**src/rtl/core/ffca_pkg.sv**
```systemverilog
// ----------------------------------------------------------------------------
// ffca_pkg: first-fit capacity allocator shared definitions
// Sizes of the slot row and max tree, channel payloads, sequencer states.
// ----------------------------------------------------------------------------
`default_nettype none

package ffca_pkg;

	localparam int SLOTS     = 1024;
	localparam int LVLS      = $clog2(SLOTS);
	localparam int LEAF_BASE = 1 << LVLS;
	localparam int NODE_W    = LVLS + 1;
	localparam int AMT_W     = 32;
	localparam int IDX_W     = 10;
	localparam int POS_W     = 11;

	typedef enum logic {
		REQ_LOAD  = 1'b0,
		REQ_ALLOC = 1'b1
	} req_kind_t;

	typedef struct packed {
		logic             req_type;
		logic [IDX_W-1:0] slot_index;
		logic [AMT_W-1:0] amount;
	} req_t;

	typedef struct packed {
		logic             found;
		logic [POS_W-1:0] position;
	} rsp_t;

	typedef struct packed {
		logic              we;
		logic [NODE_W-1:0] waddr;
		logic [AMT_W-1:0]  wdata;
		logic [NODE_W-1:0] raddr;
	} mem_req_t;

	typedef enum logic [2:0] {
		ST_CLEAR,
		ST_IDLE,
		ST_ROOT,
		ST_DESC,
		ST_LEAF,
		ST_UP,
		ST_RESP
	} state_t;

endpackage

`default_nettype wire

```
**src/rtl/core/ffca_ctrl.sv**
```systemverilog
// ----------------------------------------------------------------------------
// ffca_ctrl: allocator sequencer
// Clear sweep, root check, descent, leaf update and path fix-up, one tree
// level per cycle through a single shared comparator.
// ----------------------------------------------------------------------------
`default_nettype none

module ffca_ctrl (
	input  wire logic                  clk,
	input  wire logic                  arst_n,
	input  wire logic                  req_valid,
	input  wire ffca_pkg::req_t        req,
	output logic                       req_stall,
	input  wire logic [ffca_pkg::AMT_W-1:0] rdata,
	output ffca_pkg::mem_req_t         mreq,
	input  wire logic                  rsp_free,
	output logic                       rsp_emit,
	output ffca_pkg::rsp_t             rsp
);
	import ffca_pkg::*;

	state_t            state_q, state_d;
	logic [NODE_W-1:0] node_q, node_d;
	logic [NODE_W-1:0] clr_q;
	logic [AMT_W-1:0]  amt_q, amt_d;
	logic [AMT_W-1:0]  cur_q, cur_d;
	logic              alloc_q, alloc_d;
	rsp_t              res_q, res_d;

	logic              accept;
	logic              slot_ok;
	logic [NODE_W-1:0] leaf_addr;
	logic [AMT_W-1:0]  cmp_b;
	logic              ge;
	logic [NODE_W-1:0] child;
	logic [NODE_W-1:0] parent;

	assign req_stall = (state_q != ST_IDLE);
	assign accept    = req_valid && !req_stall;
	assign slot_ok   = (32'(req.slot_index) < 32'(SLOTS));
	assign leaf_addr = NODE_W'(32'(LEAF_BASE) + 32'(req.slot_index));

	// shared comparator
	assign cmp_b  = (state_q == ST_UP) ? cur_q : amt_q;
	assign ge     = (rdata >= cmp_b);
	assign child  = ge ? {node_q[NODE_W-2:0], 1'b0} : {node_q[NODE_W-2:0], 1'b1};
	assign parent = {1'b0, node_q[NODE_W-1:1]};

	always_comb begin
		state_d = state_q;
		case (state_q)
			ST_CLEAR: if (clr_q == '1) state_d = ST_IDLE;
			ST_IDLE: begin
				if (accept) begin
					if (req.req_type == REQ_ALLOC) state_d = ST_ROOT;
					else if (slot_ok)             state_d = ST_UP;
				end
			end
			ST_ROOT: state_d = ge ? ST_DESC : ST_RESP;
			ST_DESC: if (child[NODE_W-1]) state_d = ST_LEAF;
			ST_LEAF: state_d = ST_UP;
			ST_UP: begin
				if (parent == NODE_W'(1)) state_d = alloc_q ? ST_RESP : ST_IDLE;
			end
			ST_RESP: if (rsp_free) state_d = ST_IDLE;
			default: state_d = ST_IDLE;
		endcase
	end

	always_comb begin
		mreq     = '0;
		node_d   = node_q;
		amt_d    = amt_q;
		cur_d    = cur_q;
		alloc_d  = alloc_q;
		res_d    = res_q;
		rsp_emit = 1'b0;
		case (state_q)
			ST_CLEAR: begin
				mreq.we    = 1'b1;
				mreq.waddr = clr_q;
			end
			ST_IDLE: begin
				if (accept) begin
					amt_d   = req.amount;
					alloc_d = (req.req_type == REQ_ALLOC);
					if (req.req_type == REQ_ALLOC) begin
						mreq.raddr = NODE_W'(1);
					end else if (slot_ok) begin
						mreq.we    = 1'b1;
						mreq.waddr = leaf_addr;
						mreq.wdata = req.amount;
						mreq.raddr = leaf_addr ^ NODE_W'(1);
						node_d     = leaf_addr;
						cur_d      = req.amount;
					end
				end
			end
			ST_ROOT: begin
				node_d     = NODE_W'(1);
				mreq.raddr = NODE_W'(2);
				res_d      = '0;
			end
			ST_DESC: begin
				node_d     = child;
				mreq.raddr = child[NODE_W-1] ? child : {child[NODE_W-2:0], 1'b0};
			end
			ST_LEAF: begin
				cur_d          = rdata - amt_q;
				mreq.we        = 1'b1;
				mreq.waddr     = node_q;
				mreq.wdata     = rdata - amt_q;
				mreq.raddr     = node_q ^ NODE_W'(1);
				res_d.found    = 1'b1;
				res_d.position = POS_W'(32'(node_q) - 32'(LEAF_BASE) + 32'd1);
			end
			ST_UP: begin
				cur_d      = ge ? rdata : cur_q;
				mreq.we    = 1'b1;
				mreq.waddr = parent;
				mreq.wdata = ge ? rdata : cur_q;
				mreq.raddr = parent ^ NODE_W'(1);
				node_d     = parent;
			end
			ST_RESP: rsp_emit = rsp_free;
			default: ;
		endcase
	end

	assign rsp = res_q;

	always_ff @(posedge clk or negedge arst_n) begin
		if (!arst_n) begin
			state_q <= ST_CLEAR;
			clr_q   <= '0;
		end else begin
			state_q <= state_d;
			if (state_q == ST_CLEAR) clr_q <= clr_q + NODE_W'(1);
		end
	end

	always_ff @(posedge clk) begin
		node_q  <= node_d;
		amt_q   <= amt_d;
		cur_q   <= cur_d;
		alloc_q <= alloc_d;
		res_q   <= res_d;
	end

	a_desc_internal: assert property (@(posedge clk) disable iff (!arst_n)
		state_q == ST_DESC |-> !node_q[NODE_W-1])
		else $error("descent reached a leaf level node");

	a_leaf_then_up: assert property (@(posedge clk) disable iff (!arst_n)
		state_q == ST_LEAF |=> state_q == ST_UP)
		else $error("leaf update not followed by path fix-up");

	a_up_node: assert property (@(posedge clk) disable iff (!arst_n)
		state_q == ST_UP |-> node_q > NODE_W'(1))
		else $error("fix-up at root or null node");

	a_miss_pos: assert property (@(posedge clk) disable iff (!arst_n)
		rsp_emit && !rsp.found |-> rsp.position == '0)
		else $error("miss carries a position");

	a_emit_free: assert property (@(posedge clk) disable iff (!arst_n)
		rsp_emit |-> rsp_free && state_q == ST_RESP)
		else $error("result emitted with output busy");

endmodule

`default_nettype wire

```
**config.mk**
```make
export PLATFORM = sky130hd
export DESIGN_NAME = ffca_ctrl
export DESIGN_NICKNAME = d
export VERILOG_FILES = /design/src/rtl/core/ffca_pkg.sv /design/src/rtl/core/ffca_ctrl.sv
export SDC_FILE = /design/constraint.sdc
export NUM_CORES = 1
export LEC_CHECK = 0
export BUFFER_PORTS_ARGS = -buffer_cell sky130_fd_sc_hd__buf_4
export CAP_MARGIN = 25
export CORE_MARGIN = 5
export CORE_UTILIZATION = 58
export DETAILED_ROUTE_END_ITERATION = 7
export GPL_ROUTABILITY_DRIVEN = 1
export PLACE_DENSITY_LB_ADDON = 0.08
export SLEW_MARGIN = 20
export SYNTH_ARGS = -nofsm -noshare
export SYNTH_HDL_FRONTEND = slang
export SYNTH_SLANG_ARGS = --single-unit
export TNS_END_PERCENT = 1
```
**constraint.sdc**
```tcl
create_clock -name clk -period 6.4 [get_ports clk]
set_clock_uncertainty 0.05 [all_clocks]
set_input_delay 0.96 -clock clk [delete_from_list [all_inputs] [get_ports clk]]
set_output_delay 0.96 -clock clk [all_outputs]
set_load 0.05 [all_outputs]
```
Yosys cells after proc, flatten, opt, wreduce, memory -nomap -nowiden
Cells that the tools add are included.
{"block": "totals", "memories": 0, "mem_bits_ro": 0, "reg_bits": 102, "latch_bits": 0, "ramBits": 0}
{"block": "classes", "add_sub_neg": 5, "n_shift": 0, "magnitude_cmp": 1, "bitwise": 3, "n_mul": 0, "n_mux": 27, "eq_ne": 15, "n_reduce_logical": 10, "n_div": 0}
{"op": "32-bit case mux with 3 select lines", "n": 2}
{"op": "32-bit 2-to-1 mux", "n": 4}
{"op": "55-bit 2-to-1 mux", "n": 1}
{"op": "11-bit case mux with 5 select lines", "n": 1}
{"op": "12-bit case mux with 4 select lines", "n": 1}
{"op": "11-bit 2-to-1 mux", "n": 4}
{"op": "44-bit 2-to-1 mux", "n": 1}
{"op": "11-bit case mux with 4 select lines", "n": 1}
{"op": "32-bit greater-or-equal comparator", "n": 1}
{"op": "32-bit subtractor", "n": 1}
{"op": "3-bit 2-to-1 mux", "n": 8}
{"op": "12-bit case mux with 2 select lines", "n": 1}
{"op": "3-bit case mux with 7 select lines", "n": 1}
{"op": "11-bit by 1-bit adder with 11-bit output (second input constant)", "n": 1}
{"op": "11-bit by 10-bit adder with 11-bit output (first input constant)", "n": 1}
{"op": "11-bit by 2-bit adder with 11-bit output (second input constant)", "n": 1}
{"op": "11-bit == test (second input constant)", "n": 1}
{"op": "11-bit subtractor (second input constant)", "n": 1}
{"op": "10-bit by 1-bit == test with 1-bit output (second input constant)", "n": 1}
{"op": "2-bit inequality test (second input constant)", "n": 5}
{"op": "3-bit == test (second input constant)", "n": 3}
{"op": "3-bit by 2-bit == test with 1-bit output (second input constant)", "n": 2}
{"op": "3-bit AND reduction", "n": 2}
{"op": "5-bit AND reduction", "n": 1}
{"op": "12 further kinds", "n": 15}

Logic depth before layout (Yosys ltp)
{"block": "depth", "depth_word": 6, "mapped_depth": 18, "depth_no_buf": 14}

Worst setup path before layout
No wires, ideal clock.
{"block": "synth_timing", "kind": "flip-flop to output port", "from": "register state_q[1]", "to": "output port mreq[19] in the netlist's numbering", "t_arrival_ps": 4687, "path_slack_ps": 703, "path_stages_with_launch": 17, "cell_sequence": "dfrtp_1 -> buf_2 -> inv_1 -> nand2_1 -> nor2_1 -> clkbuf_1 -> buf_1 -> a21oi_1 -> ha_1 -> nand4_1 -> or4_4 -> a2111oi_4 -> o21ai_2 -> clkbuf_1 -> a21boi_1 -> a211oi_2 -> o31ai_1"}
{"item": "start: declaration", "line": "ffca_ctrl.sv:22", "text": "state_t state_q, state_d;"}
{"item": "start signal: assignment", "line": "ffca_ctrl.sv:137", "text": "state_q <= state_d;"}
{"item": "end: declaration", "line": "ffca_ctrl.sv:15", "text": "output ffca_pkg::mem_req_t mreq,"}

==> results.sh <==
export IMPL_track_usage_pct=28.3
export IMPL_initial_core_util_pct=59.4
export IMPL_synth_edff_count=88
export IMPL_post_place_ws_ns=1.04
export IMPL_required_ns=5.39
export IMPL_max_slew_worst_pin_slew_ns=0.777
export IMPL_wl_um=25700
export IMPL_synth_area_um2=8700
export IMPL_dr_pass1_iters=7
export IMPL_worstHoldPathType="in -> async"
export IMPL_slew_headroom_pct=48.0
export IMPL_synth_nets=1186
export IMPL_start_kind="flip-flop"
export IMPL_cts_setup_buffers=0
export IMPL_crit_fanout=50
export IMPL_synth_seq_cells=102
export IMPL_antenna_found_initial=0
export IMPL_rows=44
export IMPL_rsz0062_at_grt="no"
export IMPL_seq_area_um2=2990
export IMPL_n_fill_cell=1204
export IMPL_synth_most_common_cell="nand2_1"
export IMPL_multi_input_area_um2=5300
export IMPL_cts_sinks=102
export IMPL_power_leakage_nw=4.49
export IMPL_fmax_mhz=170
export IMPL_area_delta_synth_final_pct=17.9
export IMPL_drc=0
export IMPL_via_per_inst=6.26
export IMPL_muxShareOfSynthArea_pct=4.77
export IMPL_overflow=0
export IMPL_setup_ws_ns=0.523
export IMPL_hold_violations=0
export IMPL_synth_avg_cell_area_um2=8.36
export IMPL_ios=148
export IMPL_synth_cells=1041
export IMPL_hold_ws_ns=0.388
export IMPL_vias=8431
export IMPL_die_area_um2=17500
export IMPL_grt_max_degree=51
export IMPL_globalplace_congestion=0.927
export IMPL_ys_flop_type="edfxtp_1"
export IMPL_cts_tree="done"
export IMPL_clkTransAtPathRegs_ns=0.07
export IMPL_vdd_ir_drop_max_mv=0.432
export IMPL_grt_pass1_wl_um=40500
export IMPL_synth_seq_area_share_pct=34.4
export IMPL_worstSetupPathType="reg -> out"
export IMPL_endpoint_kind="output pin"
export IMPL_post_synth_top_area_fraction_pct=30.4
export IMPL_synthAdderAreaFrac_pct=9.58
export IMPL_post_route_period_util_pct=91.8
export IMPL_cts_resized_gates=0
export IMPL_numCtsBuffers=9
export IMPL_antenna_cells=0
export IMPL_status="completed"
export IMPL_ctsHoldBuffers=0
export IMPL_grt_pass1_vias=7823
export IMPL_first_iter_violations=990
export IMPL_tns_ns=0
export IMPL_yosysUniqueCellTypes=71
export IMPL_drv_cap=0
export IMPL_dieWidth_um=132
export IMPL_wl_per_cell_um=19.1
export IMPL_synth_xor_xnor_area_share_pct=4.23
export IMPL_synth_area_top_cells="edfxtp_1 (30%), ha_1 (9.3%), nand2_1 (7.0%)"
export IMPL_clk_path_buf_depth=2
export IMPL_fin_nets=1303
export IMPL_io_buffers=147
export IMPL_cp_arrival_ns=4.87
export IMPL_htreeDepth=3
export IMPL_synth_compound_area_share_pct=24.6
export IMPL_ys_warn_count=0
export IMPL_yosys_area_share_simple_pct=17.4
export IMPL_root_buffer="clkbuf_16"
export IMPL_power_density_nw_per_um2=581
export IMPL_layout_drive_gt1_share_pct=19.5
export IMPL_synthArstFlopShare_pct=13.7
export IMPL_coreArea_um2=14600
export IMPL_synth_top_family_by_area="compound AO/OA/AOI/OAI gates"
export IMPL_min_period_ns=5.88
export IMPL_synthTopCellsByCount="nand2_1 (162), a21oi_1 (118), nor2_1 (95)"
export IMPL_clk_latency_ns=0.36
export IMPL_dpl_hpwl_um=18600
export IMPL_synth_top_area_cell="edfxtp_1"
export IMPL_die_h_um=132
export IMPL_fin_util_pct=70.0
export IMPL_drtAntennaViolNets=0
export IMPL_setup_violations=0
export IMPL_slew_viol_final=0
[final cells by class]
cell class | instances | share of cell area [%]
clock buffers | 11 | 2.37
clock inverters | 5 | 0.305
multi-input cells | 829 | 51.7
inverters | 48 | 1.76
flip-flops and latches | 102 | 29.2
well taps | 184 | 2.25
repair buffers | 168 | 12.4
[metrics by stage]
stage	instances	area (µm²)	total power (W)
floorplan	1041	8700	0.00420
global placement	1329	9950	0.00531
detailed placement	1331	9980	0.00539
CTS	1347	10300	0.00593
global route	1347	10300	0.00631
finish	1347	10300	0.00596
[cell families (layout without fill, tap and decap cells)]
group	after synthesis	count (layout)
multiplexers	39	39
flip-flops	102	102
adder cells (fa/ha/maj)	66	66
buffers and inverters	110	232
AND/OR/NAND/NOR	347	347
XOR/XNOR	42	42
AO/OA/AOI/OAI	335	335
[cell usage in the layout, fill, tap and decap left out, types with 5 or more instances in the layout]
master	n
a22oi_1	10
clkbuf_16	9
or3_1	6
a211oi_1	19
mux2i_1	25
a21o_1	18
o21a_1	6
nand2b_1	5
dfrtp_1	14
nand4_1	14
buf_4	167
nand3_1	19
nor3_1	7
o21ai_0	66
nand2_1	161
a21boi_0	18
inv_1	47
xnor2_1	23
edfxtp_1	88
o221ai_1	9
ha_1	65
xor2_1	19
and3_1	15
a21oi_1	118
nor2_1	92
mux2_2	12
o31ai_1	7
o211ai_1	20
or2_2	7
[registers in the layout, summed over array words and instances (netlist names)]
signal,count
state_q,3
alloc_q,1
rsp,12
cur_q,32
amt_q,32
clr_q,11
node_q,11
[report_power, final]
group / leakage (nW) / switching [W] / total, W / internal [W]
registers: 1.02 / 0.000210 / 0.00131 / 0.00110
logic: 3.33 / 0.00279 / 0.00411 / 0.00132
clock network: 0.141 / 0.000261 / 0.000537 / 0.000276
total: 4.49 / 0.00326 / 0.00596 / 0.00270
[per-layer routing]
| layer | wire length [µm] | track usage (%) | vias to the layer above |
|---|---|---|---|
| met3 | 2210 | 5.85 | 51 |
| met2 | 12100 | 46.2 | 444 |
| met5 | 0 | 0 | - |
| li1 | - | - | 4030 |
| met4 | 553 | 7.79 | 0 |
| met1 | 10900 | 38.4 | 3906 |
[worst paths after layout]
kind | from | endpoint | slack [ns] | cells after the start
setup / recovery | state_q[0]$_DFFE_PN0P_ | mreq[1] | 0.52 | 15
hold / removal | arst_n | clr_q[9]$_DFFE_PN0N_ | 0.39 | 1
setup reg to reg | state_q[0]$_DFFE_PN0P_ | cur_q[27]$_DFFE_PP_ | 1.93 | 14
hold reg to reg | clr_q[8]$_DFFE_PN0N_ | clr_q[8]$_DFFE_PN0N_ | 0.45 | 1
max in group asynchronous | arst_n | state_q[0]$_DFFE_PN0P_ | 5.73 | 1
min in group clk | clr_q[8]$_DFFE_PN0N_ | clr_q[8]$_DFFE_PN0N_ | 0.45 | 1
[critical path, stage by stage, from the launching register on]
cell and delay (ns):
dfrtp_1 0.36, buf_4 0.45, nand2_1 0.21, buf_4 0.23
nand2_1 0.07, nand2_1 0.05, ha_1 0.26, nand2b_1 0.15
a211o_1 0.30, a211oi_1 0.26, nor3_1 0.11, o21ai_2 0.52
nand2_2 0.61, o211a_1 0.42, o21ai_0 0.23, buf_4 0.25
No activity file was read; power rests on OpenSTA's default activity.
